[src/hw/rtl/ddzb_pkg.sv]
// ----------------------------------------------------------------------------
// ddzb_pkg
// Shared types, constants and helpers of the delta/zigzag bit-pack encoder.
// ----------------------------------------------------------------------------
package ddzb_pkg;

    localparam int BLOCK_ROWS_DEF     = 8;
    localparam int SAMPLE_BITS_DEF    = 16;
    localparam int RUN_COUNT_BITS_DEF = 8;

    localparam int CHANNELS = 3;
    localparam int SAMPLE_W = 16;
    localparam int WIDTH_W  = 5;
    localparam int RUN_W    = 8;

    typedef logic [WIDTH_W-1:0] width_t;

    typedef enum logic [1:0] {
        KIND_RUN = 2'd0,
        KIND_HDR = 2'd1,
        KIND_ROW = 2'd2
    } kind_t;

    typedef enum logic [2:0] {
        ST_IDLE,
        ST_EVAL,
        ST_RUN,
        ST_HDR,
        ST_ROW
    } state_t;

    typedef struct packed {
        logic [SAMPLE_W-1:0] sample_ch0;
        logic [SAMPLE_W-1:0] sample_ch1;
        logic [SAMPLE_W-1:0] sample_ch2;
    } sample_t;

    typedef struct packed {
        kind_t               kind;
        width_t              width_ch0;
        width_t              width_ch1;
        width_t              width_ch2;
        logic [SAMPLE_W-1:0] code_ch0;
        logic [SAMPLE_W-1:0] code_ch1;
        logic [SAMPLE_W-1:0] code_ch2;
        logic [RUN_W-1:0]    run_length;
        logic                last;
    } result_t;

    // number of significant bits, zero for an all-zero value
    function automatic width_t bit_width(logic [SAMPLE_W-1:0] v);
        width_t w;
        w = '0;
        for (int i = 0; i < SAMPLE_W; i++)
        begin
            if (v[i])
            begin
                w = WIDTH_W'(i + 1);
            end
        end
        return w;
    endfunction

endpackage

[src/hw/rtl/ddzb_ram.sv]
// ----------------------------------------------------------------------------
// ddzb_ram
// Generic single-write, single-read RAM with registered read data.
// ----------------------------------------------------------------------------
module ddzb_ram #(
    parameter int WIDTH = 48,
    parameter int DEPTH = 8
) (
    input  logic                     clk,
    input  logic                     we,
    input  logic [$clog2(DEPTH)-1:0] waddr,
    input  logic [WIDTH-1:0]         wdata,
    input  logic                     re,
    input  logic [$clog2(DEPTH)-1:0] raddr,
    output logic [WIDTH-1:0]         rdata
);

    logic [WIDTH-1:0] mem [DEPTH];
    logic [WIDTH-1:0] rdata_reg;

    always_ff @(posedge clk)
    begin
        if (we)
        begin
            mem[waddr] <= wdata;
        end
        if (re)
        begin
            rdata_reg <= mem[raddr];
        end
    end

    assign rdata = rdata_reg;

endmodule

[src/hw/rtl/ddzb_front.sv]
// ----------------------------------------------------------------------------
// ddzb_front
// Second-order residual, zigzag code, OR accumulation and row counter.
// ----------------------------------------------------------------------------
module ddzb_front #(
    parameter int BLOCK_ROWS  = 8,
    parameter int SAMPLE_BITS = 16
) (
    input  logic                            clk,
    input  logic                            rst_n,
    input  ddzb_pkg::sample_t               sample,
    input  logic                            accept,
    input  logic                            clear_acc,
    output logic [$clog2(BLOCK_ROWS)-1:0]   row,
    output logic                            row_last,
    output logic [3*SAMPLE_BITS-1:0]        row_data,
    output logic [3*SAMPLE_BITS-1:0]        acc
);
    import ddzb_pkg::*;

    localparam int ROW_BITS = $clog2(BLOCK_ROWS);

    logic [SAMPLE_BITS-1:0] smp        [CHANNELS];
    logic [SAMPLE_BITS-1:0] resid      [CHANNELS];
    logic [SAMPLE_BITS-1:0] code       [CHANNELS];
    logic [SAMPLE_BITS-1:0] older_reg  [CHANNELS];
    logic [SAMPLE_BITS-1:0] older_next [CHANNELS];
    logic [SAMPLE_BITS-1:0] newer_reg  [CHANNELS];
    logic [SAMPLE_BITS-1:0] newer_next [CHANNELS];
    logic [SAMPLE_BITS-1:0] acc_reg    [CHANNELS];
    logic [SAMPLE_BITS-1:0] acc_next   [CHANNELS];
    logic [ROW_BITS-1:0]    row_reg;
    logic [ROW_BITS-1:0]    row_next;

    assign smp[0] = SAMPLE_BITS'(sample.sample_ch0);
    assign smp[1] = SAMPLE_BITS'(sample.sample_ch1);
    assign smp[2] = SAMPLE_BITS'(sample.sample_ch2);

    assign row      = row_reg;
    assign row_last = (row_reg == ROW_BITS'(BLOCK_ROWS - 1));

    always_comb
    begin
        for (int k = 0; k < CHANNELS; k++)
        begin
            resid[k] = {newer_reg[k][SAMPLE_BITS-2:0], 1'b0} - older_reg[k] - smp[k];
            code[k]  = {resid[k][SAMPLE_BITS-2:0], 1'b0} ^ {SAMPLE_BITS{resid[k][SAMPLE_BITS-1]}};
            row_data[k*SAMPLE_BITS +: SAMPLE_BITS] = code[k];
            acc[k*SAMPLE_BITS +: SAMPLE_BITS]      = acc_reg[k];
            older_next[k] = accept ? newer_reg[k] : older_reg[k];
            newer_next[k] = accept ? smp[k] : newer_reg[k];
            if (clear_acc)
            begin
                acc_next[k] = '0;
            end
            else if (accept)
            begin
                acc_next[k] = acc_reg[k] | code[k];
            end
            else
            begin
                acc_next[k] = acc_reg[k];
            end
        end
        if (accept)
        begin
            row_next = row_last ? '0 : row_reg + 1'b1;
        end
        else
        begin
            row_next = row_reg;
        end
    end

    always_ff @(posedge clk or negedge rst_n)
    begin
        if (!rst_n)
        begin
            for (int k = 0; k < CHANNELS; k++)
            begin
                older_reg[k] <= '0;
                newer_reg[k] <= '0;
                acc_reg[k]   <= '0;
            end
            row_reg <= '0;
        end
        else
        begin
            for (int k = 0; k < CHANNELS; k++)
            begin
                older_reg[k] <= older_next[k];
                newer_reg[k] <= newer_next[k];
                acc_reg[k]   <= acc_next[k];
            end
            row_reg <= row_next;
        end
    end

endmodule

[src/hw/rtl/ddzb_emit.sv]
// ----------------------------------------------------------------------------
// ddzb_emit
// Block evaluation, zero-run counting and result sequencing from the row RAM.
// ----------------------------------------------------------------------------
module ddzb_emit #(
    parameter int BLOCK_ROWS     = 8,
    parameter int SAMPLE_BITS    = 16,
    parameter int RUN_COUNT_BITS = 8
) (
    input  logic                          clk,
    input  logic                          rst_n,
    input  logic                          block_end,
    input  logic [3*SAMPLE_BITS-1:0]      acc,
    input  logic [3*SAMPLE_BITS-1:0]      rdata,
    output logic                          clear_acc,
    output logic                          ram_re,
    output logic [$clog2(BLOCK_ROWS)-1:0] ram_raddr,
    output logic                          sample_ready,
    output ddzb_pkg::result_t             result,
    output logic                          result_valid,
    input  logic                          result_ready
);
    import ddzb_pkg::*;

    localparam int ROW_BITS = $clog2(BLOCK_ROWS);
    localparam logic [ROW_BITS-1:0]       LAST_ROW = ROW_BITS'(BLOCK_ROWS - 1);
    localparam logic [RUN_COUNT_BITS-1:0] RUN_MAX  = {RUN_COUNT_BITS{1'b1}};

    state_t                    state_reg, state_next;
    width_t                    widths_reg  [CHANNELS];
    width_t                    widths_next [CHANNELS];
    width_t                    widths_eval [CHANNELS];
    logic                      eval_zero;
    logic                      widths_zero;
    logic [RUN_COUNT_BITS-1:0] run_reg, run_next, run_inc;
    logic [ROW_BITS-1:0]       idx_reg, idx_next;
    result_t                   out_reg, out_next;
    logic                      out_valid_reg, out_valid_next;
    logic                      out_free;

    always_comb
    begin
        for (int k = 0; k < CHANNELS; k++)
        begin
            widths_eval[k] = bit_width(SAMPLE_W'(acc[k*SAMPLE_BITS +: SAMPLE_BITS]));
        end
    end

    assign eval_zero   = (widths_eval[0] == '0) && (widths_eval[1] == '0)
                         && (widths_eval[2] == '0);
    assign widths_zero = (widths_reg[0] == '0) && (widths_reg[1] == '0)
                         && (widths_reg[2] == '0);
    assign run_inc     = run_reg + 1'b1;
    assign out_free    = !out_valid_reg || result_ready;

    always_comb
    begin
        state_next = state_reg;
        case (state_reg)
            ST_IDLE:
            begin
                if (block_end)
                begin
                    state_next = ST_EVAL;
                end
            end
            ST_EVAL:
            begin
                if (eval_zero)
                begin
                    state_next = (run_inc == RUN_MAX) ? ST_RUN : ST_IDLE;
                end
                else
                begin
                    state_next = (run_reg != '0) ? ST_RUN : ST_HDR;
                end
            end
            ST_RUN:
            begin
                if (out_free)
                begin
                    state_next = widths_zero ? ST_IDLE : ST_HDR;
                end
            end
            ST_HDR:
            begin
                if (out_free)
                begin
                    state_next = ST_ROW;
                end
            end
            ST_ROW:
            begin
                if (out_free && (idx_reg == LAST_ROW))
                begin
                    state_next = ST_IDLE;
                end
            end
            default:
            begin
                state_next = ST_IDLE;
            end
        endcase
    end

    always_comb
    begin
        widths_next    = widths_reg;
        run_next       = run_reg;
        idx_next       = idx_reg;
        out_next       = out_reg;
        out_valid_next = out_valid_reg && !result_ready;
        clear_acc      = 1'b0;
        ram_re         = 1'b0;
        ram_raddr      = idx_reg;
        sample_ready   = 1'b0;
        case (state_reg)
            ST_IDLE:
            begin
                sample_ready = 1'b1;
            end
            ST_EVAL:
            begin
                clear_acc   = 1'b1;
                widths_next = widths_eval;
                if (eval_zero)
                begin
                    run_next = run_inc;
                end
            end
            ST_RUN:
            begin
                if (out_free)
                begin
                    out_next            = '0;
                    out_next.kind       = KIND_RUN;
                    out_next.run_length = RUN_W'(run_reg);
                    out_next.last       = widths_zero;
                    out_valid_next      = 1'b1;
                    run_next            = '0;
                end
            end
            ST_HDR:
            begin
                ram_re    = 1'b1;
                ram_raddr = '0;
                if (out_free)
                begin
                    out_next           = '0;
                    out_next.kind      = KIND_HDR;
                    out_next.width_ch0 = widths_reg[0];
                    out_next.width_ch1 = widths_reg[1];
                    out_next.width_ch2 = widths_reg[2];
                    out_valid_next     = 1'b1;
                    idx_next           = '0;
                end
            end
            ST_ROW:
            begin
                if (out_free)
                begin
                    out_next           = '0;
                    out_next.kind      = KIND_ROW;
                    out_next.width_ch0 = widths_reg[0];
                    out_next.width_ch1 = widths_reg[1];
                    out_next.width_ch2 = widths_reg[2];
                    out_next.code_ch0  = SAMPLE_W'(rdata[0*SAMPLE_BITS +: SAMPLE_BITS]);
                    out_next.code_ch1  = SAMPLE_W'(rdata[1*SAMPLE_BITS +: SAMPLE_BITS]);
                    out_next.code_ch2  = SAMPLE_W'(rdata[2*SAMPLE_BITS +: SAMPLE_BITS]);
                    out_next.last      = (idx_reg == LAST_ROW);
                    out_valid_next     = 1'b1;
                    if (idx_reg != LAST_ROW)
                    begin
                        ram_re    = 1'b1;
                        ram_raddr = idx_reg + 1'b1;
                        idx_next  = idx_reg + 1'b1;
                    end
                end
            end
            default:
            begin
                sample_ready = 1'b0;
            end
        endcase
    end

    always_ff @(posedge clk or negedge rst_n)
    begin
        if (!rst_n)
        begin
            state_reg     <= ST_IDLE;
            run_reg       <= '0;
            out_valid_reg <= 1'b0;
        end
        else
        begin
            state_reg     <= state_next;
            run_reg       <= run_next;
            out_valid_reg <= out_valid_next;
        end
    end

    always_ff @(posedge clk)
    begin
        widths_reg <= widths_next;
        idx_reg    <= idx_next;
        out_reg    <= out_next;
    end

    assign result       = out_reg;
    assign result_valid = out_valid_reg;

endmodule

[src/hw/rtl/delta_zigzag_bitpack_encoder.sv]
// ----------------------------------------------------------------------------
// delta_zigzag_bitpack_encoder
// Three-channel second-order delta, zigzag and block bit-width encoder with
// zero-block run tokens.
// ----------------------------------------------------------------------------
//   channel  | handshake                    | payload
//   ---------+------------------------------+-------------------------------
//   sample   | sample_valid / sample_ready  | sample_t: three samples
//   result   | result_valid / result_ready  | result_t: run, header or row
//
// Mid-block samples are taken only while the emitter is idle. The last sample
// of a block is followed by an evaluation state, then one result per cycle,
// while result_ready allows, through the single result register and the one
// read port of the row RAM: up to BLOCK_ROWS + 2 results per block.
// Reset clears sample history, OR accumulators, row and run counters; the
// row RAM is not cleared. A low result_ready holds the result sequence.
// ----------------------------------------------------------------------------
module delta_zigzag_bitpack_encoder #(
    parameter int BLOCK_ROWS     = ddzb_pkg::BLOCK_ROWS_DEF,
    parameter int SAMPLE_BITS    = ddzb_pkg::SAMPLE_BITS_DEF,
    parameter int RUN_COUNT_BITS = ddzb_pkg::RUN_COUNT_BITS_DEF
) (
    input  logic              clk,
    input  logic              rst_n,
    input  logic              sample_valid,
    output logic              sample_ready,
    input  ddzb_pkg::sample_t sample,
    output logic              result_valid,
    input  logic              result_ready,
    output ddzb_pkg::result_t result
);
    import ddzb_pkg::*;

    localparam int ROW_BITS = $clog2(BLOCK_ROWS);
    localparam int ROW_W    = CHANNELS * SAMPLE_BITS;

    logic                accept;
    logic                block_end;
    logic                clear_acc;
    logic [ROW_BITS-1:0] row;
    logic                row_last;
    logic [ROW_W-1:0]    row_data;
    logic [ROW_W-1:0]    acc;
    logic                ram_re;
    logic [ROW_BITS-1:0] ram_raddr;
    logic [ROW_W-1:0]    ram_rdata;

    assign accept    = sample_valid && sample_ready;
    assign block_end = accept && row_last;

    ddzb_front #(
        .BLOCK_ROWS  (BLOCK_ROWS),
        .SAMPLE_BITS (SAMPLE_BITS)
    ) u_front (
        .clk       (clk),
        .rst_n     (rst_n),
        .sample    (sample),
        .accept    (accept),
        .clear_acc (clear_acc),
        .row       (row),
        .row_last  (row_last),
        .row_data  (row_data),
        .acc       (acc)
    );

    ddzb_ram #(
        .WIDTH (ROW_W),
        .DEPTH (BLOCK_ROWS)
    ) u_rows (
        .clk   (clk),
        .we    (accept),
        .waddr (row),
        .wdata (row_data),
        .re    (ram_re),
        .raddr (ram_raddr),
        .rdata (ram_rdata)
    );

    ddzb_emit #(
        .BLOCK_ROWS     (BLOCK_ROWS),
        .SAMPLE_BITS    (SAMPLE_BITS),
        .RUN_COUNT_BITS (RUN_COUNT_BITS)
    ) u_emit (
        .clk          (clk),
        .rst_n        (rst_n),
        .block_end    (block_end),
        .acc          (acc),
        .rdata        (ram_rdata),
        .clear_acc    (clear_acc),
        .ram_re       (ram_re),
        .ram_raddr    (ram_raddr),
        .sample_ready (sample_ready),
        .result       (result),
        .result_valid (result_valid),
        .result_ready (result_ready)
    );

    a_run_nonzero: assert property (@(posedge clk) disable iff (!rst_n)
        (result_valid && result.kind == KIND_RUN) |-> (result.run_length != '0))
        else $error("run token with zero count");

    a_hdr_width: assert property (@(posedge clk) disable iff (!rst_n)
        (result_valid && result.kind == KIND_HDR)
        |-> (result.width_ch0 != '0 || result.width_ch1 != '0 || result.width_ch2 != '0))
        else $error("header for an all-zero block");

    a_row_follows: assert property (@(posedge clk) disable iff (!rst_n)
        (result_valid && result_ready && result.kind == KIND_ROW && !result.last)
        |=> (!result_valid || result.kind == KIND_ROW))
        else $error("payload rows interrupted");

endmodule
[config.mk]
export PLATFORM = sky130hd
export DESIGN_NAME = delta_zigzag_bitpack_encoder
export DESIGN_NICKNAME = d
export VERILOG_FILES = /design/src/hw/rtl/ddzb_pkg.sv /design/src/hw/rtl/ddzb_ram.sv /design/src/hw/rtl/ddzb_front.sv /design/src/hw/rtl/ddzb_emit.sv /design/src/hw/rtl/delta_zigzag_bitpack_encoder.sv
export SDC_FILE = /design/constraint.sdc
export NUM_CORES = 1
export LEC_CHECK = 0
export BUFFER_PORTS_ARGS = -buffer_cell sky130_fd_sc_hd__buf_2
export CORE_MARGIN = 2
export CORE_UTILIZATION = 57
export CTS_CLUSTER_DIAMETER = 80
export CTS_CLUSTER_SIZE = 28
export DETAILED_ROUTE_END_ITERATION = 10
export PLACE_DENSITY = 0.75
export SYNTH_ARGS = -nofsm -noshare
export SYNTH_HDL_FRONTEND = slang
export SYNTH_SLANG_ARGS = --single-unit
[constraint.sdc]
create_clock -name clk -period 7.03 [get_ports clk]
set_input_delay 1.0545 -clock clk [delete_from_list [all_inputs] [get_ports clk]]
set_output_delay 1.0545 -clock clk [all_outputs]
set_load 0.02 [all_outputs]
==> metrics.cfg, run 1 <==
[floorplan]
io_pins = 128
core_um2 = 52600
start_util = 0.576
rows = 84
die_area_um2 = 55000
fp.dieH_um = 234
die_w_um = 234

[sta]
period_needed_ps = 4740
fmax_ghz = 0.211
finalCritPeriodShare = 0.674
final.setup.tns_ps = 0
final-hold-violation-count = 0
tightest_slew_ps = 1200
final_max_slew_viol_count = 0
rsz0062_at_grt = false
slew_headroom = 0.193
setup_viol = 0
fin_skew_ps = 23.1

[grt]
grt_pass1_vias = 18600
grt_pass1_wl_mm = 101
grt_usage = 0.237
grt_start_max_net_pins = 193
grt_antenna_before_repair = 0
gr-total-overflow = 0

[critical_path]
timing.reg2reg.worst_path_depth = 9
crit_required_ps = 7320
endpoint_kind = register
r2r_slack_ps = 2490
crit_path_max_incr_delay_ps = 820
cp.arrival_ps = 5030
r2r_end = u_rows.mem[5][14]$_DFFE_PP_
critical_path_class = in2reg
worstSetupStartpointType = primary input
crit_path_top_delay_cell = xnor2_2
path_cells = buf_2, inv_1, fa_1, ha_1, a21o_1, or4_1, nor3_1, a221oi_1, xnor2_2, inv_1, xnor2_1
crit_path_frequent_cell = inv_1
r2r-start = u_front.newer_reg[39]$_DFFE_PN0P_
critPathTopFamily = XOR/XNOR gates
cp_max_fo = 14
critPathBufInv = 3

[route]
routed_wl_mm = 64.8
drt-initial-drc-count = 1940
wl_per_cell_um = 19.1
drt-pass1-iter-count = 6
remaining_drc_errors = 0
vias_per_cell = 5.75
routed-via-count = 19500
antenna_left = 0

[place]
hpwl_mm = 38.7
io_buffers = 127
gp_congestion = 0.873

[clock_tree]
cts_buffer_depth = 3
cts_tree = done
hold_buffers = 0
clkTransAtPathRegs_ps = 100
insertion_delay_ps = 580
post_cts_buffers = 0
cts_buffers = 35
cts-resized-gates = 0
htreeDepth = 2
cts_root_buf = clkbuf_16
numClockSinks = 683

[synthesis]
ys.flop_type = edfxtp_1
synth_edf_count = 524
yosysTopAreaCellShare = 0.520
synth-seq-cells = 683
avgSynthCellArea_um2 = 11.6
synthCells = 2604
syn_area_um2 = 30300
seq_area_frac_synth = 0.651
synth_cell_type_count = 63
yosysTopAreaCell = edfxtp_1
synth.area.top_cells = edfxtp_1 52%, dfrtp_1 13%, nand2_1 7.5%, nand3_1 4.2%, fa_1 2.8%
synthArstFlopShare = 0.233
ys.warnings.count = 0
synth_fp_nets = 2758

[cells_and_area]
largest_reg_flops = 384
final_common_cell = nand2_1
nFillCells = 3964
final_cell_mix = 601 x nand2_1, 524 x edfxtp_1, 251 x nand3_1
largest-register = u_rows.mem
nets = 2825
drive_gt1_frac = 0.0890
syn_to_final_growth_pct = 8.31
antenna_cells = 0

[hold_path]
hold_path_depth = 2
min_to = u_front.older_reg[47]$_DFFE_PN0P_
hold_path_startpoint = u_front.newer_reg[47]$_DFFE_PN0P_
hold_class = reg2reg

[run]
max_cap_viol_count = 0

[run_status]
outcome = finished clean

-- cell type report --
cell class	count	area, µm²	area share
well taps	688	861	0.0263
repair buffers	152	842	0.0257
flip-flops and latches	683	19700	0.601
multi-input cells	1673	9700	0.296
clock inverters	15	216	0.00660
clock buffers	48	977	0.0298
inverters	126	473	0.0144
-- cell families after synthesis --
kind of cell,synth area share
simple gates,0.165
compound gates,0.0677
xor+xnor,0.0301
mux,0.00174
buf+inv,0.0314
flops,0.651
fa+ha+maj,0.0526
-- per-layer routing --
| layer | vias up | part of all wire | track usage |
|---|---|---|---|
| li1 | 9168 | - | - |
| met3 | 89 | 0.069 | 0.0375 |
| met4 | 0 | 0.017 | 0.0582 |
| met5 | - | 0 | 0 |
| met2 | 691 | 0.48 | 0.386 |
| met1 | 9506 | 0.44 | 0.340 |
-- through the flow --
stage	setup WS [ps]	std cells	hold slack [ps]	cell area [µm²]	utilization
after floorplan	19.1	2604	439	30300	-
after global placement	2020	3322	448	31600	0.601
after detailed placement	1790	3322	463	31600	0.601
after CTS	2380	3385	487	32800	0.624
after global routing	2060	3385	515	32800	0.624
final	2290	3385	481	32800	0.624
-- cells in the mapped netlist, types with 12 or more instances --
cell type / n
nand2_1: 602
edfxtp_1: 524
nand3_1: 251
dfrtp_1: 159
o21ai_0: 159
inv_1: 125
nor2_1: 108
clkbuf_1: 102
a21oi_1: 76
xnor2_1: 68
and2_1: 64
ha_1: 60
fa_1: 42
nor3_1: 28
xor2_1: 20
a22o_1: 16
a21o_1: 15
and3_1: 15
nor2b_1: 12
-- tightest hold or removal path: cells and delay by family (launching register included) --
kind	cells	cell delay, ps
and+or+nand+nor	2	100
DFF	1	350
-- worst max-delay path by stage --
stage                                                from                     endpoint  slack [ps]  cells after the start
after floorplan           u_emit.state_reg[1]$_DFFE_PN0P_   u_rows.mem[0][0]$_DFFE_PP_          20                      6
after global placement                         sample[40]  u_rows.mem[4][14]$_DFFE_PP_        2020                     11
after detailed placement                       sample[40]  u_front.acc[14]$_DFFE_PN0P_        1790                     12
after CTS                                      sample[40]  u_front.acc[14]$_DFFE_PN0P_        2380                     12
after global routing                           sample[40]  u_rows.mem[5][14]$_DFFE_PP_        2060                     11
final                                          sample[40]  u_rows.mem[5][14]$_DFFE_PP_        2290                     11
Power of run 1 is left out: the tool's default activity adds up to more than one toggle a clock period on the data nets, which glitch-free logic cannot reach.
==> run 2, diff against run 1 <==
Clock period 7.03 ns to 4.4 ns, I/O delays scaled along.
==> run 2 against run 1 <==
Compared with the run above:
- final cell count grew 0.68%
- critical path depth is 2 higher
- clock skew down 4.3 ps
- register-to-register slack worse by 1900 ps
- highest routed layer unchanged
- routed wire length is 2.1% lower
- worst hold slack got worse by 420 ps
- die area stayed put
- via count increased by 0.38%
- sequential share of layout area down 0.54 points
- count of clock-buffer cells in the layout down 7
- non-clock buffer count grew 31
==> metrics.cfg, run 2 (synthesized netlist as in run 1, its figures left out) <==
[critical_path]
cp_max_fo = 9
critPathTopFamily = simple AND/OR/NAND/NOR gates
critical_path_class = reg2reg
worstSetupStartpointType = register
crit_path_frequent_cell = buf_4
critPathBufInv = 3
path_cells = inv_1, fa_1, ha_1, a21o_1, or4_1, nor3_1, a221oi_1, xnor2_2, buf_4, buf_4, xnor2_1, a21oi_1, nor2_1
crit_required_ps = 4930
endpoint_kind = register
timing.reg2reg.worst_path_depth = 13
r2r-start = u_front.older_reg[8]$_DFFE_PN0P_
cp.arrival_ps = 4350
r2r_slack_ps = 580
r2r_end = u_front.acc[38]$_DFFE_PN0P_
cp-startpoint = u_front.older_reg[8]$_DFFE_PN0P_
crit_path_max_incr_delay_ps = 620
crit_path_top_delay_cell = xnor2_1

[sta]
setup_viol = 0
rsz0062_at_grt = false
finalCritPeriodShare = 0.869
slew_headroom = 0.261
fin_skew_ps = 18.8
fmax_ghz = 0.262
final-hold-violation-count = 0
period_needed_ps = 3820
tightest_slew_ps = 1100
final_max_slew_viol_count = 0

[route]
vias_per_cell = 5.73
drt-initial-drc-count = 1839
wl_per_cell_um = 18.6
route.met3.wl_mm = 4.32
top_layer = met4
wirelength_met1_mm = 27.6
routed_wl_mm = 63.4
routed-via-count = 19500
remaining_drc_errors = 0
antenna_left = 0
drt-pass1-iter-count = 6
wl_met2_mm = 30.1

[run]
max_cap_viol_count = 0

[clock_tree]
cts_buffers = 34
htreeDepth = 2
cts_root_buf = clkbuf_16
post_cts_buffers = 0
cts_tree = done
numClockSinks = 683
insertion_delay_ps = 590
cts_buffer_depth = 3
hold_buffers = 0
clkTransAtPathRegs_ps = 100
cts-resized-gates = 0

[floorplan]
rows = 84
die_area_um2 = 55000
io_pins = 128
fp.dieH_um = 234
start_util = 0.576
core_um2 = 52600
die_w_um = 234

[cells_and_area]
syn_to_final_growth_pct = 9.29
nets = 2855
drive_gt1_frac = 0.0989
largest_reg_flops = 384
final_common_cell = nand2_1
postLayoutCoreUtil = 0.629
largest-register = u_rows.mem
instances_no_fill = 3408
final_cell_mix = 601 x nand2_1, 524 x edfxtp_1, 251 x nand3_1

[place]
placed_cells = 3353
gp_congestion = 0.890
hpwl_mm = 38.5
io_buffers = 127

[grt]
grt_antenna_before_repair = 0
gr-total-overflow = 0
grt_pass1_wl_mm = 101
grt_pass1_vias = 18900
grt_usage = 0.234
grt_start_max_net_pins = 193

[run_status]
outcome = finished clean

[hold_path]
hold_class = in2async

run 2: cell type report:
cell class | count | area (µm²)
Tap cell | 688 | 861
Clock inverter | 13 | 155
Sequential cell | 683 | 19700
Clock buffer | 41 | 941
Timing Repair Buffer | 183 | 1210
Antenna cell | 1 | 2.50
Fill cell | 3978 | 19500
Multi-Input combinational cell | 1673 | 9720
Inverter | 126 | 473
run 2: per-layer routing:
| metal | global-route usage | up-vias |
|---|---|---|
| met5 | 0 | - |
| met4 | 0.0660 | 0 |
| met3 | 0.0304 | 95 |
| met2 | 0.380 | 698 |
| met1 | 0.338 | 9523 |
| li1 | - | 9212 |
run 2: worst reg2reg max path, stage by stage (launching register included):
cell and delay, ps:
dfrtp_1 390, inv_1 90, fa_1 420, ha_1 330, a21o_1 230, or4_1 520, nor3_1 190, a221oi_1 150
xnor2_2 190, buf_4 180, buf_4 190, xnor2_1 630, a21oi_1 160, nor2_1 130
run 2: metrics by stage:
step | hold WS, ps | setup TNS [ps] | area, µm² | worst slack (ps)
6_report | 60.3 | 0 | 33100 | 576
5_1_grt | 100 | 0 | 33100 | 314
4_1_cts | 62.1 | 0 | 33100 | 619
3_5_place_dp | 459 | 0 | 32000 | 195
3_3_place_gp | 446 | 0 | 32000 | 428
2_1_floorplan | 364 | -221190 | 30300 | -1340
run 2: how the worst max path moves through the flow:
| stage | to | slack, ps | cells past startpoint |
|---|---|---|---|
| global placement | u_front.acc[41]$_DFFE_PN0P_ | 430 | 14 |
| floorplan | u_rows.mem[2][0]$_DFFE_PP_ | -1340 | 6 |
| CTS | u_front.acc[38]$_DFFE_PN0P_ | 620 | 13 |
| finish | u_front.acc[38]$_DFFE_PN0P_ | 580 | 13 |
| global route | u_front.acc[33]$_DFFE_PN0P_ | 310 | 12 |
| detailed placement | u_front.acc[38]$_DFFE_PN0P_ | 200 | 14 |
Power of run 2 is left out for the same reason.
